File: config.mk
export PLATFORM = sky130hd
export DESIGN_NAME = plc_back
export DESIGN_NICKNAME = d
export VERILOG_FILES = /design/src/hdl/plc_pkg.sv /design/src/hdl/plc_back.sv
export SDC_FILE = /design/constraint.sdc
export NUM_CORES = 2
export LEC_CHECK = 0
export ABC_AREA = 1
export BUFFER_PORTS_ARGS = -buffer_cell sky130_fd_sc_hd__buf_2
export CAP_MARGIN = 20
export CORE_MARGIN = 2
export CORE_UTILIZATION = 40
export CTS_BUF_LIST = sky130_fd_sc_hd__clkbuf_16
export DETAILED_ROUTE_END_ITERATION = 8
export MAX_ROUTING_LAYER = met4
export PLACE_DENSITY_LB_ADDON = 0.25
export REMOVE_ABC_BUFFERS = 1
export SYNTH_ARGS = -nofsm -noshare
export SYNTH_HDL_FRONTEND = slang
export SYNTH_SLANG_ARGS = --single-unit
File: constraint.sdc
create_clock -name clock -period 65.7 [get_ports clock]
set_clock_uncertainty 0.15 [all_clocks]
set_input_delay 19.71 -clock clock [delete_from_list [all_inputs] [get_ports clock]]
set_output_delay 19.71 -clock clock [all_outputs]
set_load 0.1 [all_outputs]
File: src/hdl/plc_pkg.sv
// ----------------------------------------------------------------------------
// plc_pkg
// Shared types, constants and helper functions for the tone curve block.
// ----------------------------------------------------------------------------
package plc_pkg;

   localparam int KNOT_COUNT  = 10;
   localparam int CHANNELS    = 3;
   localparam int PIX_BITS    = 8;
   localparam int NUM_BITS    = 2 * PIX_BITS;
   localparam int QUO_BITS    = PIX_BITS;
   localparam int POS_BITS    = $clog2(QUO_BITS);
   localparam int CFG_BITS    = 40;
   localparam int CFG_COUNT   = 8;
   localparam int CFG_IDX_BITS = $clog2(CFG_COUNT);
   localparam int KNOT_BITS   = KNOT_COUNT * PIX_BITS;
   localparam int DATA_BITS   = CHANNELS * PIX_BITS;
   localparam int QUEUE_DEPTH = 2;
   localparam int QPTR_BITS   = (QUEUE_DEPTH > 1) ? $clog2(QUEUE_DEPTH) : 1;
   localparam int QCNT_BITS   = $clog2(QUEUE_DEPTH + 1);

   typedef enum logic [CFG_IDX_BITS-1:0] {
      CFG_KNOT_LO,
      CFG_KNOT_HI,
      CFG_BLUE_LO,
      CFG_BLUE_HI,
      CFG_GREEN_LO,
      CFG_GREEN_HI,
      CFG_RED_LO,
      CFG_RED_HI
   } cfg_index_type;

   localparam logic [CFG_BITS-1:0] CFG_RESET [CFG_COUNT] = '{
      40'h7155381C00, 40'hFFE3C6AA8D,
      40'h8B68422600, 40'hFFF5E2CEAF,
      40'h8D62311800, 40'hFFEFDFC9AE,
      40'h7540231000, 40'hF9EDDEC8A3
   };

   typedef logic [KNOT_COUNT-1:0][PIX_BITS-1:0] knot_vec_type;
   typedef logic [CHANNELS-1:0][KNOT_COUNT-1:0][PIX_BITS-1:0] curve_set_type;

   // per-channel work for the back end: r = y0 + floor(num / dx), or y0 - ceil(num / dx) when neg
   typedef struct packed {
      logic [PIX_BITS-1:0] y0;
      logic                neg;
      logic [PIX_BITS-1:0] mag;
      logic [PIX_BITS-1:0] t;
      logic [PIX_BITS-1:0] dx;
   } chan_work_type;

   typedef chan_work_type [CHANNELS-1:0] item_work_type;

   typedef struct packed {
      logic [PIX_BITS-1:0] y0;
      logic                neg;
      logic [PIX_BITS-1:0] dx;
      logic [NUM_BITS-1:0] rem;
      logic [QUO_BITS-1:0] quo;
   } div_type;

   typedef struct packed {
      logic nonempty;
      logic full;
   } q_status_type;

   // first knot with a <= x[k]; exact hits and ends map directly
   function automatic chan_work_type classify(logic [PIX_BITS-1:0] a, knot_vec_type x,
                                              knot_vec_type y);
      chan_work_type       w;
      logic                none_before;
      logic                le;
      logic [PIX_BITS:0]   dy;
      int                  km1;
      w.y0 = y[KNOT_COUNT-1];
      w.neg = 1'b0;
      w.mag = '0;
      w.t = '0;
      w.dx = PIX_BITS'(1);
      none_before = 1'b1;
      dy = '0;
      for (int k = 0; k < KNOT_COUNT; k++) begin
         km1 = (k == 0) ? 0 : k - 1;
         le = (a <= x[k]);
         if (le && none_before) begin
            if (k == 0 || a == x[k]) begin
               w.y0 = y[k];
            end else begin
               dy = {1'b0, y[k]} - {1'b0, y[km1]};
               w.y0 = y[km1];
               w.neg = dy[PIX_BITS];
               w.mag = dy[PIX_BITS] ? PIX_BITS'(-dy) : dy[PIX_BITS-1:0];
               w.t = a - x[km1];
               w.dx = x[k] - x[km1];
            end
         end
         none_before = none_before & ~le;
      end
      return w;
   endfunction

   // one restoring division step for quotient bit pos
   function automatic div_type div_step(div_type d, logic [POS_BITS-1:0] pos);
      div_type             r;
      logic [NUM_BITS-1:0] sub;
      r = d;
      sub = {{(NUM_BITS-PIX_BITS){1'b0}}, d.dx} << pos;
      if (d.rem >= sub) begin
         r.rem = d.rem - sub;
         r.quo[pos] = 1'b1;
      end
      return r;
   endfunction

endpackage

File: src/hdl/plc_back.sv
// ----------------------------------------------------------------------------
// plc_back
// Execution pipe: multiply, bit-per-stage divide, offset and clamp, output reg.
// ----------------------------------------------------------------------------
module plc_back (
   input  logic                   clock,
   input  logic                   reset,
   input  plc_pkg::q_status_type  q_stat,
   input  plc_pkg::item_work_type pop_data,
   output logic                   pop,
   output logic                   rsp_tvalid,
   input  logic                   rsp_tready,
   output logic [plc_pkg::DATA_BITS-1:0] rsp_tdata  // blue, green, red
);
   import plc_pkg::*;

   localparam int STAGES = QUO_BITS + 1;

   div_type                 st_ff [STAGES][CHANNELS];
   div_type                 st_in [STAGES][CHANNELS];
   logic [STAGES-1:0]       valid_ff, valid_in;
   logic                    rsp_valid_ff, rsp_valid_in;
   logic [DATA_BITS-1:0]    rsp_data_ff, rsp_data_in;
   logic                    adv;
   logic [NUM_BITS-1:0]     prod;
   logic [PIX_BITS+1:0]     sum;
   div_type                 last;

   assign adv        = ~rsp_valid_ff | rsp_tready;
   assign pop        = adv & q_stat.nonempty;
   assign rsp_tvalid = rsp_valid_ff;
   assign rsp_tdata  = rsp_data_ff;

   always_comb begin
      prod = '0;
      sum  = '0;
      last = '0;
      for (int c = 0; c < CHANNELS; c++) begin
         // ceil for a falling segment: floor((n + dx - 1) / dx)
         prod = NUM_BITS'(pop_data[c].mag) * NUM_BITS'(pop_data[c].t);
         st_in[0][c].y0  = pop_data[c].y0;
         st_in[0][c].neg = pop_data[c].neg;
         st_in[0][c].dx  = pop_data[c].dx;
         st_in[0][c].rem = prod + (pop_data[c].neg ?
                           NUM_BITS'(pop_data[c].dx - 1'b1) : NUM_BITS'(0));
         st_in[0][c].quo = '0;
         for (int s = 0; s < STAGES - 1; s++) begin
            st_in[s+1][c] = div_step(st_ff[s][c], POS_BITS'(QUO_BITS - 1 - s));
         end
         last = st_ff[STAGES-1][c];
         sum = last.neg ? {2'b00, last.y0} - {2'b00, last.quo}
                        : {2'b00, last.y0} + {2'b00, last.quo};
         if (sum[PIX_BITS+1]) begin
            rsp_data_in[c*PIX_BITS +: PIX_BITS] = '0;
         end else if (sum[PIX_BITS]) begin
            rsp_data_in[c*PIX_BITS +: PIX_BITS] = '1;
         end else begin
            rsp_data_in[c*PIX_BITS +: PIX_BITS] = sum[PIX_BITS-1:0];
         end
      end
      valid_in     = {valid_ff[STAGES-2:0], q_stat.nonempty};
      rsp_valid_in = valid_ff[STAGES-1];
   end

   always_ff @(posedge clock) begin
      if (reset) begin
         valid_ff     <= '0;
         rsp_valid_ff <= 1'b0;
      end else if (adv) begin
         valid_ff     <= valid_in;
         rsp_valid_ff <= rsp_valid_in;
      end
      if (adv) begin
         st_ff       <= st_in;
         rsp_data_ff <= rsp_data_in;
      end
   end

endmodule

# Yosys cells after proc, flatten, opt, wreduce, memory -nomap -nowiden
# Cells that the tools add are included.
[op_classes] addsub=33 n_mul=3 n_div=0 magnitude_cmp=24 n_eq_ne=0 shifts=0 n_mux=30 bitwise_logic=3 n_reduce_logical=0
[ops] op="$mux 16" count=21
[ops] op="$mux 17" count=3
[ops] op="$add 16x16->16" count=3
[ops] op="$ge 16x10->1" count=3
[ops] op="$ge 16x11->1" count=3
[ops] op="$ge 16x12->1" count=3
[ops] op="$ge 16x13->1" count=3
[ops] op="$ge 16x14->1" count=3
[ops] op="$ge 16x15->1" count=3
[ops] op="$ge 16x8->1" count=3
[ops] op="$ge 16x9->1" count=3
[ops] op="$mul 8x8->16" count=3
[ops] op="$sub 16x10->16" count=3
[ops] op="$sub 16x11->16" count=3
[ops] op="$sub 16x12->16" count=3
[ops] op="$sub 16x13->16" count=3
[ops] op="$sub 16x14->16" count=3
[ops] op="$sub 16x15->16" count=3
[ops] op="$sub 16x9->16" count=3
[ops] op="$mux 10" count=3
[ops] op="$add 8x8->9" count=3
[ops] op="$sub 8x1->9 const B" count=3
[ops] op="$sub 8x8->9" count=3
[ops] op="$mux 8" count=3
[ops] op="other kinds (3)" count=3
[word_totals] regBits=961 latchBits=0 ram_bits=0 romBits=0 input_bits=104 output_inout_bits=26 wordCells=245 n_memories=0

# Longest topological paths before layout
[logic_depth] depth_word=3 ltp_mapped=25 mapped_depth_nobuf=25

# Worst setup path before layout
# Ideal clock, no wire load.
[synth_path] path_kind="in2out" start="input port rsp_tready" end="output port pop" arrival_time_ns=41.982 required_ns=45.840 setup_slack_ns=3.858 path_stages=4 path_cell_list="nor2_1 > clkinv_1 > nand2_1 > inv_1"
[synth_via] elab_chain_cells=2
[synth_lines] element="start: declaration" line_no="plc_back.sv:12" rtl="input logic rsp_tready,"
[synth_lines] element="$or 1x1->1" line_no="plc_back.sv:29" rtl="assign adv = ~rsp_valid_ff | rsp_tready;"
[synth_lines] element="$and 1x1->1" line_no="plc_back.sv:30" rtl="assign pop = adv & q_stat.nonempty;"
[synth_lines] element="end: declaration" line_no="plc_back.sv:10" rtl="output logic pop,"
# No other way between the ends.

# Worst setup path after layout
# Ends and elaborated chain as after synthesis.

==> results by group <==
Synthesis
  – Sequential share of the synthesized area: 52.4%
  – Ys flop type: edfxtp_1
  – Fraction of registers with async set/reset: 0%
  – Yosys reg bits: 961
  – Syn Std Cell Area: 54,800 um2
  – Mapped Cells: 5,528
  – Yosys top cell area share: 52.1%
  – Post-synth EDFFs: 951
  – Post-Syn Area per Cell: 9.92 um2
  – Top cells by area, synth: edfxtp_1, nand2_1, ha_1
  – Synth unique cells: 46
  – Synth area leader: edfxtp_1
  – Yosys warnings: 0

Worst hold path
  – Hold path start: st_ff[729]$_DFFE_PN_
  – Worst min-delay path category: flop to flop
  – Hold endpoint: st_ff[606]$_DFFE_PN_
  – Hold path cells: 0

Route
  – Pre-Repair DR Iteration Count: 5
  – DRT antenna net count: 0
  – Vias per cell: 4.67
  – Total Routed Length: 102 mm
  – Wirelength per Cell: 13.5 um
  – DRT iter0 DRCs: 1,825
  – Via count: 35.3k
  – DRC: 0

Setup path
  – Crit Reg-Reg Startpoint: rsp_tvalid$_SDFFE_PP0N_
  – Worst path bufs/invs: 4
  – CP peak stage delay: 0.67 ns
  – Setup CP Type: input port to output port
  – Critical-path cell list: buf_2 -> nor2_1 -> inv_8 -> nand2_1 -> inv_1 -> buf_2
  – Critical Path End Type: output port
  – Critical path required time: 45.84 ns
  – Most used cell, CP: buf_2
  – Startpoint Class: input port
  – CP max FO: 139
  – R2R cell count: 7
  – Arrival @ worst endpoint: 21.52 ns
  – Beginning of the critical path: rsp_tready
  – Crit-path slowest cell: nor2_1
  – Worst path top cell family by delay: simple AND/OR/NAND/NOR gates
  – R2r endpoint: st_ff[258]$_DFFE_PN_
  – Flop2flop setup slack: 60.74 ns

GRT
  – Initial antenna violation count: 2
  – Pin count of the biggest net entering global routing: 170
  – Vias in the first global route: 35.9k
  – First-pass GRT wire length: 174 mm
  – Total track usage: 15.4%
  – Gr ovfl total: 0

Timing
  – Final hold violation count: 0
  – Fmax: 24.2 MHz
  – Worst slew pin tran: 1.00 ns
  – Setup TNS: 0 ns
  – Fin crit share: 63.0%
  – Fin. max-slew vios: 0
  – Final Setup Violations: 0
  – WHS: 0.242 ns
  – Setup repair after global routing missed its margin: no
  – Post-layout min period: 41.38 ns
  – Max-slew headroom: 33.1%

Clock network
  – Setup bufs post-CTS: 0
  – Clock-pin slew on the worst setup and hold paths: 0.06 ns
  – Insertion delay to the later sink of the worst-skew pair: 0.71 ns
  – Gates resized, CTS repair: 0
  – Clk sinks: 961
  – Clk root buf: clkbuf_16
  – CTS Hold Bufs: 0
  – CTS tree: built
  – Max clock buf depth: 3
  – CTS Buf Count: 105
  – Htree depth: 3

Floorplan
  – Initial Utilization: 40.4%
  – Cell row count: 135
  – Total core area: 136,000 um2
  – DIE HEIGHT: 374 um
  – I/O pin count: 130
  – Die Width: 374 um
  – Die Area: 140,000 um2

Power
  – VDD IR max: 0.0301 mV
  – Leakage: 28.6 nW
  – Pwr dens: 43.1 nW/um2
  – Total chip power: 2.62 mW

Placement
  – RePlAce Congestion: 0.881
  – PortBufs: 128
  – DP Wirelength: 77.9 mm

Outcome
  – Status: finished clean

Finish
  – Share of layout cells above drive strength 1: 7.66%
  – NumNets Final: 6,325
  – Synthesis-to-layout area growth: 10.9%

Run
  – Max-cap violations: 0
## per-stage QoR
stage | cell area (um2) | setup slack, ns | std cells | utilization, %
final | 60800 | 24.32 | 7566 | 44.8
after global routing | 60800 | 24.11 | 7566 | 44.8
after CTS | 60800 | 24.24 | 7563 | 44.8
after detailed placement | 57400 | 24.24 | 7369 | 42.3
after global placement | 57400 | 24.27 | 7369 | 42.3
after floorplan | 54400 | 3.37 | 5451 | -
## Yosys cell counts (3+ instances only)
master    count
a211oi_1      3
a21o_1       15
a21oi_1     219
a21oi_2      23
a31oi_1      16
and2_1        5
and3_1        3
buf_2        10
buf_4         7
buf_6         9
clkbuf_1     51
clkinv_1      6
dfxtp_1      10
edfxtp_1    951
fa_1        177
ha_1        348
inv_1      1057
inv_2        38
inv_4         4
nand2_1    1328
nand2_2      16
nand2_4       6
nand3_1     252
nand3_2       8
nand3b_1     26
nand4_1      90
nor2_1      330
nor2_2        6
nor3_1       51
nor4_1       10
o211ai_1      7
o21a_1       14
o21ai_0     123
o21ai_1      63
o21ai_2      39
o21bai_1     16
or2_2        10
xnor2_1      60
xor2_1      112
## registers in the layout, summed over array words and instances, names as in the netlist
register	flops
rsp_tdata	24
st_ff	910
last	17
valid_ff	9
rsp_tvalid	1
## logic make-up (layout without fill, tap and decap cells)
kind of cell | count (synthesis) | after routing | share of synthesized area, %
buf+inv | 1182 | 1437 | 8.30
xor+xnor | 172 | 172 | 2.75
compound gates | 541 | 541 | 5.66
simple gates | 2147 | 2147 | 16.4
fa+ha+maj | 525 | 525 | 14.4
flops | 961 | 961 | 52.4
other cells | 0 | 2 | 0
## worst max path at each step
| stage | cells past startpoint | endpoint | slack [ns] |
|---|---|---|---|
| after detailed placement | 6 | pop | 24.24 |
| after global routing | 6 | pop | 24.11 |
| after global placement | 6 | pop | 24.27 |
| after floorplan | 4 | pop | 3.37 |
| final | 6 | pop | 24.32 |
| after CTS | 6 | pop | 24.24 |
## cell usage in the layout, fill, tap and decap left out, types with 60 or more instances in the layout
cell       count
nor2_1       330
o21ai_1       63
edfxtp_1     951
o21ai_0      123
nand2_1     1328
buf_2        128
fa_1         177
xnor2_1       60
nand4_1       90
nand3_1      252
ha_1         348
inv_1       1077
a21oi_1      219
clkbuf_16    105
xor2_1       112
## power breakdown
group	internal, mW	switching [mW]
Clock	0.327	0.240
Sequential	0.911	0.0846
Combinational	0.386	0.672
## final cells by class
type	count	area [um2]
Fill cell	13032	75000
Sequential cell	961	28800
Multi-Input combinational cell	3385	21500
Inverter	1105	4170
Clock buffer	105	2630
Tap cell	1781	2230
Timing Repair Buffer	138	761
Clock inverter	89	738
Antenna cell	2	5.00
## per-layer routing
layer / part of all wire [%] / up-vias / global-route usage [%]
met2: 48 / 464 / 25.6
met3: 3.3 / 187 / 2.15
met4: 2.8 / 0 / 5.51
li1: - / 18363 / -
met5: 0 / - / -
met1: 46 / 16319 / 19.2
## worst reg2reg max path, cell delays in order (launching register included)
cell and delay [ns]:
dfxtp_1 0.31, inv_1 0.05, nor2_1 0.17, inv_8 0.65
buf_4 0.78, buf_4 0.77, buf_12 0.63, buf_4 1.01
(Power assumes the default switching activity.)
