==> config.mk <==
export PLATFORM = sky130hd
export DESIGN_NAME = plc_front
export DESIGN_NICKNAME = d
export VERILOG_FILES = /design/src/hdl/plc_pkg.sv /design/src/hdl/plc_front.sv
export SDC_FILE = /design/constraint.sdc
export NUM_CORES = 2
export LEC_CHECK = 0
export ABC_CLOCK_PERIOD_IN_PS = 4100
export BUFFER_PORTS_ARGS = -buffer_cell sky130_fd_sc_hd__buf_2
export CORE_ASPECT_RATIO = 1.4
export CORE_MARGIN = 4
export CORE_UTILIZATION = 55
export CTS_CLUSTER_SIZE = 8
export DETAILED_ROUTE_END_ITERATION = 8
export PLACE_DENSITY = 0.83
export SLEW_MARGIN = 20
export SYNTH_ARGS = -nofsm -noshare
export SYNTH_HDL_FRONTEND = slang
export SYNTH_SLANG_ARGS = --single-unit
==> constraint.sdc <==
create_clock -name clock -period 4.1 [get_ports clock]
set_input_delay 0.41 -clock clock [delete_from_list [all_inputs] [get_ports clock]]
set_output_delay 0.41 -clock clock [all_outputs]
set_load 0.05 [all_outputs]
==> src/hdl/plc_pkg.sv <==
// ----------------------------------------------------------------------------
// plc_pkg
// Shared types, constants and helper functions for the tone curve block.
// ----------------------------------------------------------------------------
package plc_pkg;

   localparam int KNOT_COUNT  = 10;
   localparam int CHANNELS    = 3;
   localparam int PIX_BITS    = 8;
   localparam int NUM_BITS    = 2 * PIX_BITS;
   localparam int QUO_BITS    = PIX_BITS;
   localparam int POS_BITS    = $clog2(QUO_BITS);
   localparam int CFG_BITS    = 40;
   localparam int CFG_COUNT   = 8;
   localparam int CFG_IDX_BITS = $clog2(CFG_COUNT);
   localparam int KNOT_BITS   = KNOT_COUNT * PIX_BITS;
   localparam int DATA_BITS   = CHANNELS * PIX_BITS;
   localparam int QUEUE_DEPTH = 2;
   localparam int QPTR_BITS   = (QUEUE_DEPTH > 1) ? $clog2(QUEUE_DEPTH) : 1;
   localparam int QCNT_BITS   = $clog2(QUEUE_DEPTH + 1);

   typedef enum logic [CFG_IDX_BITS-1:0] {
      CFG_KNOT_LO,
      CFG_KNOT_HI,
      CFG_BLUE_LO,
      CFG_BLUE_HI,
      CFG_GREEN_LO,
      CFG_GREEN_HI,
      CFG_RED_LO,
      CFG_RED_HI
   } cfg_index_type;

   localparam logic [CFG_BITS-1:0] CFG_RESET [CFG_COUNT] = '{
      40'h7155381C00, 40'hFFE3C6AA8D,
      40'h8B68422600, 40'hFFF5E2CEAF,
      40'h8D62311800, 40'hFFEFDFC9AE,
      40'h7540231000, 40'hF9EDDEC8A3
   };

   typedef logic [KNOT_COUNT-1:0][PIX_BITS-1:0] knot_vec_type;
   typedef logic [CHANNELS-1:0][KNOT_COUNT-1:0][PIX_BITS-1:0] curve_set_type;

   // per-channel work for the back end: r = y0 + floor(num / dx), or y0 - ceil(num / dx) when neg
   typedef struct packed {
      logic [PIX_BITS-1:0] y0;
      logic                neg;
      logic [PIX_BITS-1:0] mag;
      logic [PIX_BITS-1:0] t;
      logic [PIX_BITS-1:0] dx;
   } chan_work_type;

   typedef chan_work_type [CHANNELS-1:0] item_work_type;

   typedef struct packed {
      logic [PIX_BITS-1:0] y0;
      logic                neg;
      logic [PIX_BITS-1:0] dx;
      logic [NUM_BITS-1:0] rem;
      logic [QUO_BITS-1:0] quo;
   } div_type;

   typedef struct packed {
      logic nonempty;
      logic full;
   } q_status_type;

   // first knot with a <= x[k]; exact hits and ends map directly
   function automatic chan_work_type classify(logic [PIX_BITS-1:0] a, knot_vec_type x,
                                              knot_vec_type y);
      chan_work_type       w;
      logic                none_before;
      logic                le;
      logic [PIX_BITS:0]   dy;
      int                  km1;
      w.y0 = y[KNOT_COUNT-1];
      w.neg = 1'b0;
      w.mag = '0;
      w.t = '0;
      w.dx = PIX_BITS'(1);
      none_before = 1'b1;
      dy = '0;
      for (int k = 0; k < KNOT_COUNT; k++) begin
         km1 = (k == 0) ? 0 : k - 1;
         le = (a <= x[k]);
         if (le && none_before) begin
            if (k == 0 || a == x[k]) begin
               w.y0 = y[k];
            end else begin
               dy = {1'b0, y[k]} - {1'b0, y[km1]};
               w.y0 = y[km1];
               w.neg = dy[PIX_BITS];
               w.mag = dy[PIX_BITS] ? PIX_BITS'(-dy) : dy[PIX_BITS-1:0];
               w.t = a - x[km1];
               w.dx = x[k] - x[km1];
            end
         end
         none_before = none_before & ~le;
      end
      return w;
   endfunction

   // one restoring division step for quotient bit pos
   function automatic div_type div_step(div_type d, logic [POS_BITS-1:0] pos);
      div_type             r;
      logic [NUM_BITS-1:0] sub;
      r = d;
      sub = {{(NUM_BITS-PIX_BITS){1'b0}}, d.dx} << pos;
      if (d.rem >= sub) begin
         r.rem = d.rem - sub;
         r.quo[pos] = 1'b1;
      end
      return r;
   endfunction

endpackage

==> src/hdl/plc_front.sv <==
// ----------------------------------------------------------------------------
// plc_front
// Input stage: takes a pixel, finds each channel's segment, registers the work.
// ----------------------------------------------------------------------------
module plc_front (
   input  logic                    clock,
   input  logic                    reset,
   input  logic                    req_tvalid,
   output logic                    req_tready,
   input  logic [plc_pkg::DATA_BITS-1:0] req_tdata,  // blue, green, red
   input  plc_pkg::knot_vec_type   knot_x,
   input  plc_pkg::curve_set_type  curve_y,
   input  plc_pkg::q_status_type   q_stat,
   output logic                    push,
   output plc_pkg::item_work_type  push_data
);
   import plc_pkg::*;

   logic          front_valid_ff, front_valid_in;
   item_work_type work_ff, work_in;
   logic          accept;

   assign push       = front_valid_ff & ~q_stat.full;
   assign req_tready = ~front_valid_ff | ~q_stat.full;
   assign accept     = req_tvalid & req_tready;
   assign push_data  = work_ff;

   always_comb begin
      front_valid_in = accept ? 1'b1 : (push ? 1'b0 : front_valid_ff);
      work_in = work_ff;
      if (accept) begin
         for (int c = 0; c < CHANNELS; c++) begin
            work_in[c] = classify(req_tdata[c*PIX_BITS +: PIX_BITS], knot_x, curve_y[c]);
         end
      end
   end

   always_ff @(posedge clock) begin
      if (reset) begin
         front_valid_ff <= 1'b0;
      end else begin
         front_valid_ff <= front_valid_in;
      end
      work_ff <= work_in;
   end

endmodule

# ---- Yosys cells after proc, flatten, opt, wreduce, memory -nomap -nowiden
# Index checks and enable logic that the tools add are counted.
# Widths: inputs -> output; s select.
dict set report op_classes {
  add_sub_neg 90
  magnitude_cmp 30
  eq_ne 27
  muxes 121
  bitwise_logic 56
  n_reduce_logical 28
}
# op count
set op_table {}
lappend op_table {{$mux 33} 38}
lappend op_table {{$mux 25} 27}
lappend op_table {{$mux 8} 54}
lappend op_table {{$sub 8x8->8} 36}
lappend op_table {{$sub 8x8->9} 27}
lappend op_table {{$le 8x8->1} 30}
lappend op_table {{$eq 8x8->1} 27}
lappend op_table {{$neg 8->8} 27}
lappend op_table {{$not 1->1} 29}
lappend op_table {{$logic_and 1x1->1} 27}
lappend op_table {{$and 1x1->1} 26}
lappend op_table {{$mux 1} 2}
lappend op_table {{$reduce_bool 2->1} 1}
lappend op_table {{$or 1x1->1} 1}
dict set report word_totals {
  reg_bits 100
  inputBits 349
  out_inout_bits 101
  wordCells 368
}

# ---- Depth between registers and ports, before layout
dict set report depth {
  ltp_word 25
  depth_mapped 17
  depth_no_buf 14
}

# ---- Worst setup path before layout
# OpenSTA, ideal clock, no wires.
dict set report synth_path {
  path_kind {input port to flip-flop}
  startpoint {input port req_tdata[0] in the netlist's numbering}
  endpoint {register work_ff (netlist bit push_data[15]) (data pin)}
  arrival_ps 3648
  required_ps 3839
  setup_slack_ps 192
  path_stages 16
  n_path_buf 3
  cell_sequence {inv_1 -> ha_1 -> inv_1 -> fa_1 -> a211oi_1 -> o21bai_1 -> a2111o_1 -> and4_1 -> buf_2 -> and4b_1 -> buf_2 -> and2_1 -> buf_6 -> nor4_1 -> mux2i_1 -> a221o_1}
}
dict set report synth_between {
  elab_chain_cells 22
  word_cells_on_any_way 74
  classes_between {9 x add/sub; 10 x order compare; 9 x eq/ne; 20 x mux; 17 x bitwise; 9 x reduce/logical}
}
# item line
set synth_lines {}
lappend synth_lines {{start, declared} plc_front.sv:10} ;# input logic [plc_pkg::DATA_BITS-1:0] req_tdata,
lappend synth_lines {{parallel branches: the longest is 21 deep, another holds $sub 8x8->8} --}
lappend synth_lines {{$mux 33 (*)} plc_pkg.sv:85} ;# if (le && none_before) begin
lappend synth_lines {{end signal, assigned} plc_front.sv:44} ;# work_ff <= work_in;
lappend synth_lines {{end, declared} plc_front.sv:20} ;# item_work_type work_ff, work_in;
# Every way passes the cells marked *. The select of a mux whose other input is x is not followed.
# A chain may end at the register's enable or synchronous reset.

# ---- Worst setup path after layout
dict set report layout_path {
  startpoint {input port knot_x[31] in the netlist's numbering}
  endpoint {register work_ff (netlist bit push_data[67]) (data pin)}
}
dict set report layout_between {
  elab_chain_cells 16
  word_cells_on_any_way 31
  classes_between {1 x order compare; 1 x eq/ne; 15 x mux; 7 x bitwise; 7 x reduce/logical}
}
# item line
set layout_lines {}
lappend layout_lines {{start, declared} plc_front.sv:11} ;# input plc_pkg::knot_vec_type knot_x,
lappend layout_lines {{$le 8x8->1 or $eq 8x8->1 (tied branches)} {plc_pkg.sv:84, plc_pkg.sv:86}}
lappend layout_lines {{$logic_and 1x1->1, or another cell as far along} plc_pkg.sv:85}
lappend layout_lines {{$mux 33 or $and 1x1->1 (tied branches)} {plc_pkg.sv:85, plc_pkg.sv:97}}
lappend layout_lines {{$mux 25 or $logic_and 1x1->1 (tied branches)} {plc_pkg.sv:86, plc_pkg.sv:85}}
lappend layout_lines {{$mux 33} plc_pkg.sv:85}
lappend layout_lines {{$mux 25} plc_pkg.sv:86} ;# if (k == 0 || a == x[k]) begin
lappend layout_lines {{$mux 33} plc_pkg.sv:85}
lappend layout_lines {{$mux 33} plc_front.sv:31} ;# if (accept) begin
lappend layout_lines {{$mux 25} plc_pkg.sv:86}
lappend layout_lines {{$mux 33} plc_pkg.sv:85}
lappend layout_lines {{$mux 25} plc_pkg.sv:86}
lappend layout_lines {{$mux 33} plc_pkg.sv:85}
lappend layout_lines {{$mux 25} plc_pkg.sv:86}
lappend layout_lines {{$mux 33} plc_pkg.sv:85}
lappend layout_lines {{$mux 25} plc_pkg.sv:86}
lappend layout_lines {{$mux 33 (*)} plc_pkg.sv:85}
# Every way passes the cells marked *; elsewhere a longest branch is shown, timed or not. The select of a mux whose other input is x is not followed.

==> flow_results.org <==
** Synthesis
- The average instance in the mapped netlist occupies 7.35 um^2.
- The mapped netlist covers 35800 um^2.
- Fraction of synthesis flops using an asynchronous set or reset pin :: 0%
- The synthesized design contains 100 register bits.
- In this run the biggest area consumer among cell types represents 19.1% of the synthesized area.
- Counting flops with a built-in enable in the synthesized netlist gives 99.
- Sequential elements use 8.37% of the synthesized area.
- The synthesized netlist contains 97 unique library cells.
- Top cells by count, synth :: 546 x ha_1, 482 x nor2_1, 424 x inv_1
- Of all cell types, the one taking the most synthesized area is ha_1.
- The number of nets handed over by synthesis was 5823.
- In the post-synthesis netlist, the cell with the most instances is ha_1.
- Post-synthesis instance total :: 4865
- Cell types with the largest area share after synthesis :: ha_1 19%, edfxtp_1 8.3%, xnor2_1 6.5%
- Synth Flop Type :: edfxtp_1
- Number of warning messages in the yosys log :: 0

** Critical path
- Beginning of the worst register-to-register path :: front_valid_ff
- Data on the critical path arrives at its endpoint at 4.35 ns.
- Worst-path maximum fanout :: 12
- Data on the critical path is required at its endpoint by 4.38 ns.
- STA classifies the critical path endpoint as a flop.
- WS Path Type :: in -> reg
- In this run the register-to-register setup slack is 2.19 ns.
- For the worst flop-to-flop path, the logic depth is 3.
- The endpoint identified for the worst register-to-register timing path is push_data[85].
- STA classifies the critical path startpoint as an input pin.

** Clock tree
- The root buffer cell chosen for the clock tree is clkbuf_16.
- Number of hold buffers added after CTS :: 0
- The H-tree was split into 3 levels.
- Clock-pin slew on the worst setup and hold paths :: 0.10 ns
- Insertion delay of the later-clocked pin in the worst-skew pair :: 0.44 ns
- Total number of clock tree sinks :: 100
- Post-CTS Setup Repair Bufs :: 0
- TritonCTS clock tree :: done
- Number of buffers on the longest clock path :: 2
- Num CTS Buffers :: 9
- Cells resized by post-CTS repair :: 0

** STA
- Setup repair after global routing left no endpoint under its margin.
- Setup violations remaining at the end of the flow were counted as 0.
- At the pin with the least slew margin, the transition time is 0.976 ns.
- The max-slew violation count was 0.
- Share of the clock period used by the worst path after layout :: 99.2%
- The routed design could run at a clock period as short as 4.07 ns.
- Between clock sinks in the finished design, the worst skew comes to 0.0176 ns.
- Number of hold violations in the final report :: 0
- Fmax achieved :: 246 MHz
- Final hold slack :: 0.112 ns
- Summed over all failing endpoints, the final setup total negative slack is 0 ns.
- In this run the tightest slew margin relative to its limit is 34.5%.

** Run status
- Status :: completed

** Routing
- In the routed layout, each cell is associated on average with a via count of 6.66.
- Before antenna repair, the detailed router went through 6 iterations.
- The final layout contains routed wiring with a total length of 175000 um.
- In this run, the number of DRC markers left after iteration 0 of detailed routing was 4482.
- Summing over every cut layer, the via total after detailed routing is 43200.
- Routed length per instance :: 27.0 um
- Drc violations :: 0
- The count of nets left with antenna violations once routing finished came out at 0.

** Power
- Switching power summed over all nets :: 5.50 mW
- Cell internal power was estimated by the tool at 4.59 mW.
- Dividing total power by cell area gives a power density of 239 nW/um^2.
- Of the total power, the clock network draws 10.2%.
- Relative contribution of combinational cells to total power :: 76.0%
- Design Power :: 10.1 mW
- Flop pwr share :: 13.8%
- Across the VDD grid, the largest voltage drop is 0.000211 V.
- In this run switching power makes up 54.5% of total power.
- The analysis attributes to cell leakage a power of 19.7 nW.

** Global route
- Total overflow reported by the global router :: 0
- Pin count of the biggest net entering global routing :: 56
- The initial antenna violation count came to 25.
- In the global route stage, overall resource usage came out at 47.9%.
- The via count of the first global-routing pass was 41700.
- Global-route wire length before repair :: 251000 um

** Min path
- Worst Hold Path Cells :: 2
- The startpoint identified for the worst hold timing path is reset.
- Type of the most critical hold path :: in -> reg
- For hold timing, the worst endpoint is front_valid_ff.

** Placement
- Detailed placer's ending HPWL :: 147000 um
- At the end of routability-driven placement, the weighted congestion stood at 1.09.
- PortBufs :: 448

** Die
- Row generation in the floorplan step produced 110 rows.
- Core area :: 64400 um^2
- Initial Util :: 55.5%
- Die footprint :: 69200 um^2
- Chip height :: 310 um
- The die is 224 um wide.
- Count of boundary I/O pins :: 450

** Cells and area
- Share of post-route cells with drive strength above 1 :: 17.1%
- # nets final :: 6569
- For this run, the share of the core covered by cells in the final layout is 65.5%.
- Compared with the post-synthesis result, the final layout area differs by 18.0%.

** Run
- Max-cap violations in this run came to 0.
stage by stage:
stage | worst slack (ns) | cells | instance area [um^2]
after floorplan | 0.192 | 4865 | 35800
after global placement | -0.165 | 6440 | 41800
after detailed placement | -0.144 | 6440 | 41800
after CTS | 0.312 | 6456 | 42100
after global routing | 0.0456 | 6457 | 42100
final | 0.0309 | 6481 | 42200
cell families after synthesis:
| kind of cell | Yosys count | share of synthesized area [%] |
|---|---|---|
| AOI/OAI and AO/OA | 1624 | 29.9 |
| xor gates and xnor gates | 471 | 11.5 |
| adders and majority gates | 609 | 22.6 |
| buffers and inverters | 548 | 5.85 |
| DFF | 100 | 8.37 |
| muxes | 74 | 2.08 |
| and+or+nand+nor | 1439 | 19.7 |
state kept, by name, indices dropped and copies added, names as in the netlist:
signal and flops:
front_valid_ff 1, push_data 99
power by group through the flow:
| stage | combinational, mW | clock, mW | sequential (mW) |
|---|---|---|---|
| 2_1_floorplan | 4.35 | 0 | 1.81 |
| 3_3_place_gp | 7.26 | 0 | 1.40 |
| 4_1_cts | 7.39 | 1.01 | 1.38 |
| 6_report | 7.67 | 1.03 | 1.39 |
| 5_1_grt | 8.12 | 1.06 | 1.39 |
| 3_5_place_dp | 7.34 | 0 | 1.40 |
how the worst max path moves through the flow:
stage                     slack [ns]          from             to
after detailed placement       -0.14  req_tdata[8]  push_data[48]
after floorplan                 0.19  req_tdata[0]  push_data[15]
final                           0.03    knot_x[31]  push_data[67]
after global placement         -0.16  req_tdata[8]  push_data[48]
after CTS                       0.31  req_tdata[8]  push_data[48]
after global routing            0.05  req_tdata[8]  push_data[48]
layout by cell type (no fill, tap or decap), types with 17 or more instances in the layout:
master and count:
diode_2 25, nand3_1 79, nor2_1 482, xor2_1 206, buf_4 397, nand4_1 66
a31oi_1 55, or2_2 46, edfxtp_1 99, o22a_1 18, a21oi_1 356, a22oi_1 65
ha_1 546, nor2b_1 99, o31a_1 34, o221ai_1 68, fa_1 63, inv_1 423
nor4_1 19, nand2b_1 91, and2_1 22, a21boi_0 17, and3_1 22, nor3_1 130
o21bai_1 37, buf_2 448, o22ai_1 141, a221oi_1 28, mux2i_1 72, a211oi_1 79
a21o_1 100, o21a_1 55, or3_1 49, o211ai_1 38, o31ai_1 27, xnor2_1 265
o21ai_0 337, nand2_1 264
critical path: stages:
cell	delay [ns]
buf_2	0.13
inv_1	0.55
ha_1	0.41
nand4_1	0.13
a211oi_1	0.06
a2111oi_0	0.53
buf_4	0.21
or3b_2	0.49
or2_2	0.45
o221ai_1	0.59
nor3_1	0.25
o221ai_1	0.12
area by class of cell:
class                   instances  area [um^2]
clock buffers                   9          225
well taps                     840         1050
diodes                         25         62.6
inverters                     425         1600
flip-flops and latches        100         2990
fillers                      5902        22200
multi-input cells            4217        30700
clock inverters                 7         93.8
repair buffers                858         5480
per-layer routing:
layer	GRT usage [%]	vias to the layer above	part of all wire (%)	wire (um)
li1	-	19600	-	-
met1	48.3	19900	33	57300
met2	78.4	2621	44	77000
met3	11.9	986	9.5	16600
met4	49.9	14	14	23800
met5	0	-	0.054	95
(Power assumes the default switching activity.)
