$ cat src/hdl/plc_pkg.sv
// ----------------------------------------------------------------------------
// plc_pkg
// Shared types, constants and helper functions for the tone curve block.
// ----------------------------------------------------------------------------
package plc_pkg;

   localparam int KNOT_COUNT  = 10;
   localparam int CHANNELS    = 3;
   localparam int PIX_BITS    = 8;
   localparam int NUM_BITS    = 2 * PIX_BITS;
   localparam int QUO_BITS    = PIX_BITS;
   localparam int POS_BITS    = $clog2(QUO_BITS);
   localparam int CFG_BITS    = 40;
   localparam int CFG_COUNT   = 8;
   localparam int CFG_IDX_BITS = $clog2(CFG_COUNT);
   localparam int KNOT_BITS   = KNOT_COUNT * PIX_BITS;
   localparam int DATA_BITS   = CHANNELS * PIX_BITS;
   localparam int QUEUE_DEPTH = 2;
   localparam int QPTR_BITS   = (QUEUE_DEPTH > 1) ? $clog2(QUEUE_DEPTH) : 1;
   localparam int QCNT_BITS   = $clog2(QUEUE_DEPTH + 1);

   typedef enum logic [CFG_IDX_BITS-1:0] {
      CFG_KNOT_LO,
      CFG_KNOT_HI,
      CFG_BLUE_LO,
      CFG_BLUE_HI,
      CFG_GREEN_LO,
      CFG_GREEN_HI,
      CFG_RED_LO,
      CFG_RED_HI
   } cfg_index_type;

   localparam logic [CFG_BITS-1:0] CFG_RESET [CFG_COUNT] = '{
      40'h7155381C00, 40'hFFE3C6AA8D,
      40'h8B68422600, 40'hFFF5E2CEAF,
      40'h8D62311800, 40'hFFEFDFC9AE,
      40'h7540231000, 40'hF9EDDEC8A3
   };

   typedef logic [KNOT_COUNT-1:0][PIX_BITS-1:0] knot_vec_type;
   typedef logic [CHANNELS-1:0][KNOT_COUNT-1:0][PIX_BITS-1:0] curve_set_type;

   // per-channel work for the back end: r = y0 + floor(num / dx), or y0 - ceil(num / dx) when neg
   typedef struct packed {
      logic [PIX_BITS-1:0] y0;
      logic                neg;
      logic [PIX_BITS-1:0] mag;
      logic [PIX_BITS-1:0] t;
      logic [PIX_BITS-1:0] dx;
   } chan_work_type;

   typedef chan_work_type [CHANNELS-1:0] item_work_type;

   typedef struct packed {
      logic [PIX_BITS-1:0] y0;
      logic                neg;
      logic [PIX_BITS-1:0] dx;
      logic [NUM_BITS-1:0] rem;
      logic [QUO_BITS-1:0] quo;
   } div_type;

   typedef struct packed {
      logic nonempty;
      logic full;
   } q_status_type;

   // first knot with a <= x[k]; exact hits and ends map directly
   function automatic chan_work_type classify(logic [PIX_BITS-1:0] a, knot_vec_type x,
                                              knot_vec_type y);
      chan_work_type       w;
      logic                none_before;
      logic                le;
      logic [PIX_BITS:0]   dy;
      int                  km1;
      w.y0 = y[KNOT_COUNT-1];
      w.neg = 1'b0;
      w.mag = '0;
      w.t = '0;
      w.dx = PIX_BITS'(1);
      none_before = 1'b1;
      dy = '0;
      for (int k = 0; k < KNOT_COUNT; k++) begin
         km1 = (k == 0) ? 0 : k - 1;
         le = (a <= x[k]);
         if (le && none_before) begin
            if (k == 0 || a == x[k]) begin
               w.y0 = y[k];
            end else begin
               dy = {1'b0, y[k]} - {1'b0, y[km1]};
               w.y0 = y[km1];
               w.neg = dy[PIX_BITS];
               w.mag = dy[PIX_BITS] ? PIX_BITS'(-dy) : dy[PIX_BITS-1:0];
               w.t = a - x[km1];
               w.dx = x[k] - x[km1];
            end
         end
         none_before = none_before & ~le;
      end
      return w;
   endfunction

   // one restoring division step for quotient bit pos
   function automatic div_type div_step(div_type d, logic [POS_BITS-1:0] pos);
      div_type             r;
      logic [NUM_BITS-1:0] sub;
      r = d;
      sub = {{(NUM_BITS-PIX_BITS){1'b0}}, d.dx} << pos;
      if (d.rem >= sub) begin
         r.rem = d.rem - sub;
         r.quo[pos] = 1'b1;
      end
      return r;
   endfunction

endpackage

$ cat src/hdl/plc_queue.sv
// ----------------------------------------------------------------------------
// plc_queue
// Short FIFO between the front and back ends.
// ----------------------------------------------------------------------------
module plc_queue (
   input  logic                   clock,
   input  logic                   reset,
   input  logic                   push,
   input  plc_pkg::item_work_type push_data,
   input  logic                   pop,
   output plc_pkg::item_work_type pop_data,
   output plc_pkg::q_status_type  q_stat
);
   import plc_pkg::*;

   item_work_type        slot_ff [QUEUE_DEPTH];
   logic [QPTR_BITS-1:0] wr_ptr_ff, wr_ptr_in;
   logic [QPTR_BITS-1:0] rd_ptr_ff, rd_ptr_in;
   logic [QCNT_BITS-1:0] count_ff, count_in;
   logic                 do_push, do_pop;

   assign q_stat.nonempty = (count_ff != '0);
   assign q_stat.full     = (count_ff == QCNT_BITS'(QUEUE_DEPTH));
   assign do_push  = push & ~q_stat.full;
   assign do_pop   = pop & q_stat.nonempty;
   assign pop_data = slot_ff[rd_ptr_ff];

   always_comb begin
      wr_ptr_in = wr_ptr_ff;
      rd_ptr_in = rd_ptr_ff;
      count_in  = count_ff;
      if (do_push) begin
         wr_ptr_in = (wr_ptr_ff == QPTR_BITS'(QUEUE_DEPTH - 1)) ? '0 : wr_ptr_ff + 1'b1;
      end
      if (do_pop) begin
         rd_ptr_in = (rd_ptr_ff == QPTR_BITS'(QUEUE_DEPTH - 1)) ? '0 : rd_ptr_ff + 1'b1;
      end
      case ({do_push, do_pop})
         2'b10:   count_in = count_ff + 1'b1;
         2'b01:   count_in = count_ff - 1'b1;
         default: count_in = count_ff;
      endcase
   end

   always_ff @(posedge clock) begin
      if (reset) begin
         wr_ptr_ff <= '0;
         rd_ptr_ff <= '0;
         count_ff  <= '0;
      end else begin
         wr_ptr_ff <= wr_ptr_in;
         rd_ptr_ff <= rd_ptr_in;
         count_ff  <= count_in;
      end
      if (do_push) begin
         slot_ff[wr_ptr_ff] <= push_data;
      end
   end

endmodule

$ cat config.mk
export PLATFORM = sky130hd
export DESIGN_NAME = plc_queue
export DESIGN_NICKNAME = d
export VERILOG_FILES = /design/src/hdl/plc_pkg.sv /design/src/hdl/plc_queue.sv
export SDC_FILE = /design/constraint.sdc
export NUM_CORES = 1
export LEC_CHECK = 0
export BUFFER_PORTS_ARGS = -buffer_cell sky130_fd_sc_hd__buf_2
export CAP_MARGIN = 30
export CORE_UTILIZATION = 45
export CTS_BUF_LIST = sky130_fd_sc_hd__clkbuf_2 sky130_fd_sc_hd__clkbuf_4 sky130_fd_sc_hd__clkbuf_8
export DETAILED_ROUTE_END_ITERATION = 7
export PLACE_DENSITY = 0.69
export SYNTH_ARGS = -nofsm -noshare
export SYNTH_HDL_FRONTEND = slang
export SYNTH_SLANG_ARGS = --single-unit
$ cat constraint.sdc
create_clock -name clock -period 4.65 [get_ports clock]
set_input_delay 0.2325 -clock clock [delete_from_list [all_inputs] [get_ports clock]]
set_output_delay 0.2325 -clock clock [all_outputs]
set_load 0.02 [all_outputs]
# ---- After elaboration in Yosys (flattened, before gate mapping)
# Memory sizes are Yosys's and may differ from the RTL's. A register that Yosys moved wholly into a read port is not among the register bits.
# Cells that the tools add are included.
dict set report totals {
  register_bits 4
  in_bits 103
  mem_bits_rw 198
  wordCells 23
  mem_count 1
}
# memory words width read_ports rd_clocked_by_memory_dff wr line_no
set memory_table {}
lappend memory_table {slot_ff 2 99 1 1 1 plc_queue.sv:16} ;# item_work_type slot_ff [QUEUE_DEPTH];
dict set report classes {
  n_reduce_logical 2
  mux 7
  eq_ne 3
  add_sub_neg 4
  bitwise_logic 3
}
# cell count
set op_table {}
lappend op_table {{2-to-1 mux 1 bit} 6}
lappend op_table {{equality test 2 bit (second input constant)} 2}
lappend op_table {{one-hot mux 2 bit (2 select lines)} 1}
lappend op_table {{nonzero test 2 bit} 2}
lappend op_table {{adder 1 bit (second input constant)} 2}
lappend op_table {{adder 2 x 1 -> 2 bit (second input constant)} 1}
lappend op_table {{bitwise AND 1 bit} 2}
lappend op_table {{equality test 2 x 1 -> 1 bit (second input constant)} 1}
lappend op_table {{subtractor 2 x 1 -> 2 bit (second input constant)} 1}
lappend op_table {{NOT 1 bit} 1}

# ---- Depth between registers and ports, before layout
# Gate-level depths: netlist (run 1).
dict set report logic_depth {
  depth_word 5
  depth_mapped 6
  ltp_nobuf 6
}

# ---- Least setup slack after synthesis (run 1)
# Ideal clock, no wire load.
dict set report synth_timing {
  path_type {register to register}
  start {reg count_ff[0]}
  end {mem slot_ff[1][0] in the netlist's numbering, enable pin}
  path_stages_with_launch 3
  period_less_slack_ns 3.352
  required_time_ns 4.181
  setup_ns 0.469
  t_arrival_ns 2.882
  path_slack_ns 1.298
  path_cell_list {dfxtp_1 > nand2b_2 > and3_1}
}
dict set report synth_between {
  elab_chain_cells 5
}
# item line_no
set synth_rtl {}
lappend synth_rtl {{start: declaration} plc_queue.sv:19} ;# logic [QCNT_BITS-1:0] count_ff, count_in;
lappend synth_rtl {{start signal: assignment} plc_queue.sv:53} ;# count_ff <= count_in;
lappend synth_rtl {{equality test 2 bit} plc_queue.sv:23} ;# assign q_stat.full = (count_ff == QCNT_BITS'(QUEUE_DEPTH));
lappend synth_rtl {{NOT 1 bit} plc_queue.sv:24} ;# assign do_push = push & ~q_stat.full;
lappend synth_rtl {{bitwise AND 1 bit} plc_queue.sv:24}
lappend synth_rtl {{2-to-1 mux 1 bit} plc_queue.sv:55} ;# if (do_push) begin
lappend synth_rtl {{2-to-1 mux 1 bit (not written as such)} plc_queue.sv:56} ;# slot_ff[wr_ptr_ff] <= push_data;
lappend synth_rtl {{end: declaration} plc_queue.sv:16}
# No other way between the ends.

==> results.ini, run 1 <==
[worst_setup_path]
crit_required_ps=4420
cp-start-kind=flip-flop
crit_type=flip-flop to output port
crit_chain=buf_16 > buf_4 > mux2_2 > buf_2
crit_fanout=48
path_delay_family=buffers and inverters
slowest_delay_ps=670
crit_slowest_cell=dfxtp_4
cp_num_buf_inv=3
cp-end-kind=output port
critPathArrivalTime_ps=2350

[die]
die_h_um=130
dieWidth_um=130
dieArea_sq_um=16900
row_count=46
ios=204
core_sq_um=15900
initial_core_util=0.461

[grt]
grt_pass1_vias=4627
antenna_found_initial=0
grt_start_max_net_pins=60
gr-usage-all-layers=0.175
overflow=0
grt_first_pass_wirelength_mm=22.1

[layout]
seq_area_sq_um=6050
multi_input_area_sq_um=1230
fin_nets=773
drive_gt1_frac=0.532
diodes=0
syn_to_final_growth_pct=41.1
n_fill_cell=1132

[pwr]
comb_power_share=0.284
ir_worst_vdd_uv=571
switching_share=0.303
p_leak_uw=0.00394
pwr-share-seq=0.437
p_int_uw=3860
p_per_area_nw_per_um2=535
p_clk_frac=0.279
power_switching_uw=1680

[timing]
relSlewSlack=0.662
setup_viol=0
setup_slack_ps=2070
whs_ps=184
rsz0062_at_grt=false
fmax_mhz=388
hold_viol=0
fin_crit_ps=2580
worst_clock_skew_ps=11.1
slew_violations=0
period_share=0.554
fin_tns_setup_ps=0
worst_pin_slew_ps=507

[clocking]
clk_pin_slew_ps=60
cts_sinks=203
cts_root_buf=clkbuf_8
htree_levels=2
clkLatencyLatePin_ps=500
cts_buffers=35
cts_setup_buffers=0
cts_tree=built
ctsLongestPathBuffers=3
cts-resized-gates=0

[placed_design]
port_buffers=203
gp_congestion=0.704
pre_cts_slack_ps=2570
hpwlAfterDp_mm=8.84

[routing]
ant_nets=0
viasPerCell=4.71
routedWlPerCell_um=16.5
vias=4280
drtIter0Drc=217
drc=0
firstDrtPassIters=6
routed_wl_mm=15.0

[logic_synthesis]
syn_area_sq_um=7350
async_reset_ff_frac=0
yosysTopAreaCell=edfxtp_1
yosysUniqueCellTypes=20
yosysSeqAreaShare=0.822
post-synth-top-count-cell=edfxtp_1
synth-edff-count=198
synth_nets=438
avgSynthCellArea_sq_um=22.0
synth_area_leaders=edfxtp_1, mux2_2, dfxtp_1
ys_seq_elements=203
synth_top_area_frac=0.809
synth.top_cells.by_count=edfxtp_1, mux2_2, buf_2
synth_ff_type=edfxtp_1
ys_warn_count=0
synthCells=334

[min_path]
hold_class=primary input to flip-flop

[run]
cap_violations=0

[outcome]
outcome=complete, no violations

## worst reg2reg max path: stages, from the launching register on
cell      delay, ps
dfxtp_1         420
nand2b_2        190
inv_2            50
or3_1           370
inv_4           320
buf_16          300
## metrics by stage
stage / area (sq um) / util / cells / total power [uW]
3_5_place_dp: 8690 / 0.545 / 748 / 3970
4_1_cts: 10400 / 0.651 / 908 / 5610
6_report: 10400 / 0.651 / 908 / 5550
5_1_grt: 10400 / 0.651 / 908 / 5810
3_3_place_gp: 8610 / 0.540 / 745 / 3900
2_1_floorplan: 7350 / - / 334 / 3480
## flip-flops by register name, indices dropped and copies added (netlist names), named ones only
signal,count
slot_ff,198
rd_ptr_ff,1
wr_ptr_ff,1
count_ff,2
## cells in the final DEF (no fill, tap or decap)
| master | count |
|---|---|
| a21oi_1 | 2 |
| and3_4 | 1 |
| buf_16 | 3 |
| buf_2 | 203 |
| buf_4 | 3 |
| bufinv_16 | 1 |
| clkbuf_4 | 8 |
| clkbuf_8 | 38 |
| clkinv_1 | 6 |
| clkinv_2 | 3 |
| clkinvlp_4 | 3 |
| dfxtp_1 | 4 |
| dfxtp_4 | 1 |
| dlygate4sd3_1 | 100 |
| edfxtp_1 | 198 |
| ha_1 | 1 |
| inv_1 | 1 |
| inv_2 | 1 |
| inv_4 | 1 |
| inv_6 | 1 |
| mux2_2 | 99 |
| nand2_1 | 1 |
| nand2b_2 | 1 |
| nor2_1 | 3 |
| o21a_1 | 1 |
| o21ai_0 | 2 |
| or2_2 | 1 |
| or3_1 | 2 |
| xnor2_1 | 2 |
| xor2_1 | 1 |
## final timing paths
check,start,endpoint,slack (ps),cells past startpoint
setup / recovery,flip-flop,pop_data[88],2070,4
hold / removal,push,wr_ptr_ff$_SDFFE_PP0N_,180,4
hold reg to reg,rd_ptr_ff$_SDFFE_PP0P_,rd_ptr_ff$_SDFFE_PP0P_,530,2
setup reg to reg,count_ff[0]$_SDFFE_PP0P_,slot_ff[0][2]$_DFFE_PP_,2570,5
## final cells by class
| type | instances | share of cell area |
|---|---|---|
| Sequential cell | 203 | 0.583 |
| Timing Repair Buffer | 309 | 0.205 |
| Multi-Input combinational cell | 117 | 0.119 |
| Clock buffer | 46 | 0.0562 |
| Tap cell | 216 | 0.0261 |
| Clock inverter | 14 | 0.00953 |
| Inverter | 3 | 0.00133 |
## layer usage
layer	up-vias	wire length [um]	GRT usage
li1	1994	-	-
met1	2094	5750	0.193
met2	160	7930	0.313
met3	32	943	0.0463
met4	0	361	0.0882
met5	-	0	0
## kinds of logic after synthesis
logic type,count (synthesis),synth area share
buffers and inverters,14,0.0102
muxes,99,0.152
DFF,203,0.822
adders and majority gates,1,0.00170
and+or+nand+nor,9,0.00664
xor gates and xnor gates,3,0.00358
AOI/OAI and AO/OA,5,0.00375
## repair_timing
action	4_1_cts	5_1_grt
hold endpoints to repair	203	0
endpoints found under the setup margin	0	0
hold buffers	100	0
## power groups by stage
stage	Clock [uW]	Combinational, uW	Sequential (uW)
after floorplan	0	1070	2410
after global placement	0	1390	2510
final	1550	1570	2420
after detailed placement	0	1510	2460
after CTS	1600	1590	2420
after global routing	1690	1670	2450
No activity file was read; power rests on OpenSTA's default activity.
==> inputs of run 2 (changes only) <==
==> constraint.sdc (replaced) <==
create_clock -name clock -period 2.7 [get_ports clock]
set_input_delay 0.135 -clock clock [delete_from_list [all_inputs] [get_ports clock]]
set_output_delay 0.135 -clock clock [all_outputs]
set_load 0.02 [all_outputs]
==> results.ini, run 2 (same netlist as run 1, synthesis figures left out) <==
[clocking]
hold_buffers=101  ; +1.0%
cts_buffers=31  ; -11%
htree_levels=1  ; -1
cts_setup_buffers=0  ; unchanged
clk_pin_slew_ps=60  ; about the same
clkLatencyLatePin_ps=530  ; +30 ps
cts_sinks=203  ; unchanged
ctsLongestPathBuffers=3  ; unchanged
cts_root_buf=clkbuf_8
cts_tree=built
cts-resized-gates=0  ; unchanged

[timing]
fin_tns_setup_ps=0  ; unchanged
slew_violations=0  ; unchanged
fin_crit_ps=2260
relSlewSlack=0.688  ; +0.0259
rsz0062_at_grt=false
worst_clock_skew_ps=8.09  ; -3.03 ps
fmax_mhz=442
period_share=0.838
worst_pin_slew_ps=468  ; -38.8 ps
setup_viol=0  ; unchanged
hold_viol=0  ; unchanged

[routing]
drtIter0Drc=151  ; -30%
drc=0  ; unchanged
wl_met3_mm=1.25  ; +33%
firstDrtPassIters=4  ; -2
viasPerCell=4.69  ; -0.55%
routedWlPerCell_um=16.0  ; -2.9%
vias=4219  ; -1.4%
top_layer=met4
dr_wl_met2_mm=7.19  ; -9.3%
wl_met1_mm=5.68  ; -1.2%
ant_nets=0  ; unchanged
routed_wl_mm=14.4  ; -3.8%

[die]
row_count=46  ; unchanged
dieWidth_um=130  ; unchanged
dieArea_sq_um=16900  ; unchanged
ios=204  ; unchanged
die_h_um=130  ; unchanged
initial_core_util=0.461  ; unchanged
core_sq_um=15900  ; unchanged

[pwr]
p_per_area_nw_per_um2=898  ; +68%
p_leak_uw=0.00389  ; -1.3%
ir_worst_vdd_uv=559  ; -2.0%

[layout]
final_area_sq_um=10300  ; -1.1%
final_core_util=0.644  ; -0.00698
fin_nets=770  ; -0.39%
largest_register_ffs=198  ; unchanged
reg.largest.list=slot_ff (198), count_ff (2)
multi_input_area_sq_um=1230  ; unchanged
seq_area_sq_um=6050  ; unchanged
diodes=0  ; unchanged
final_common_cell=buf_2
final_cell_mix=buf_2, edfxtp_1, dlygate4sd3_1
syn_to_final_growth_pct=39.6
drive_gt1_frac=0.525  ; -0.00694
n_fill_cell=1117  ; -1.3%
regMostFlops=slot_ff

[grt]
grt_first_pass_wirelength_mm=21.5  ; -2.8%
antenna_found_initial=0  ; unchanged
grt_start_max_net_pins=53  ; -12%
overflow=0  ; unchanged
grt_pass1_vias=4506  ; -2.6%
gr-usage-all-layers=0.164  ; -0.0108

[worst_setup_path]
cp-start-kind=flip-flop
slowest_delay_ps=640  ; -30 ps
crit_slowest_cell=dfxtp_4
crit_required_ps=2570  ; -1850 ps
crit_type=flip-flop to output port
crit_chain=buf_4 > mux2_2 > buf_2
cp-end-kind=output port
crit_fanout=33  ; -31%
critPathArrivalTime_ps=2130  ; -220 ps

[run]
cap_violations=0  ; unchanged

[placed_design]
hpwlAfterDp_mm=8.55  ; -3.3%
port_buffers=203  ; unchanged
dpl_cell_area_sq_um=8680  ; -0.10%
gp_congestion=0.732  ; +4.1%

[outcome]
outcome=complete, no violations

[min_path]
hold_class=primary input to flip-flop

[run 2: cell types whose count changed in the layout (fill, tap and decap cells not counted)]
cell / delta
buf_4: -1
inv_4: -1
clkbuf_4: +2
clkbuf_8: -7
buf_16: -3
inv_6: -1
dlygate4sd3_1: +1
buf_12: +4
clkinvlp_4: -2
[run 2: path summary, 6_finish.rpt]
path                            startpoint                        to  slack, ps  depth (start not counted)
setup reg to reg  count_ff[0]$_SDFFE_PP0P_  slot_ff[0][43]$_DFFE_PP_        640                          5
setup / recovery                 flip-flop              pop_data[72]        440                          3
hold / removal                         pop                 flip-flop         40                          4
hold reg to reg     rd_ptr_ff$_SDFFE_PP0P_                 flip-flop        520                          2
[run 2: layer usage]
layer / global-route usage / vias up
met5: 0 / -
li1: - / 1989
met1: 0.181 / 2037
met3: 0.0537 / 30
met4: 0.0622 / 0
met2: 0.295 / 163
[run 2: worst max-delay path, delay by kind of cell, from the launching register on]
kind / cells / cell delay (ps)
multiplexers: 1 / 390
flip-flops: 1 / 640
buffers and inverters: 2 / 540
[run 2: stage by stage]
stage          instances  power [uW]  worst slack (ps)  hold slack, ps
2_1_floorplan        334        5970              52.5             204
3_3_place_gp         748        6770               696             323
3_5_place_dp         748        6830               649             326
4_1_cts              900        9310               378            7.97
5_1_grt              900        9630               327            55.6
6_report             900        9210               437            39.2
[run 2: cell type report]
type	count	share of cell area
Sequential cell	203	0.590
Timing Repair Buffer	310	0.207
Multi-Input combinational cell	117	0.120
Clock buffer	41	0.0489
Tap cell	216	0.0263
Clock inverter	10	0.00658
Inverter	3	0.00146
[run 2: power breakdown]
group / switching, uW / total, uW / internal, uW
combinational: 1540 / 2700 / 1160
clock: 1060 / 2350 / 1290
sequential: 182 / 4160 / 3980
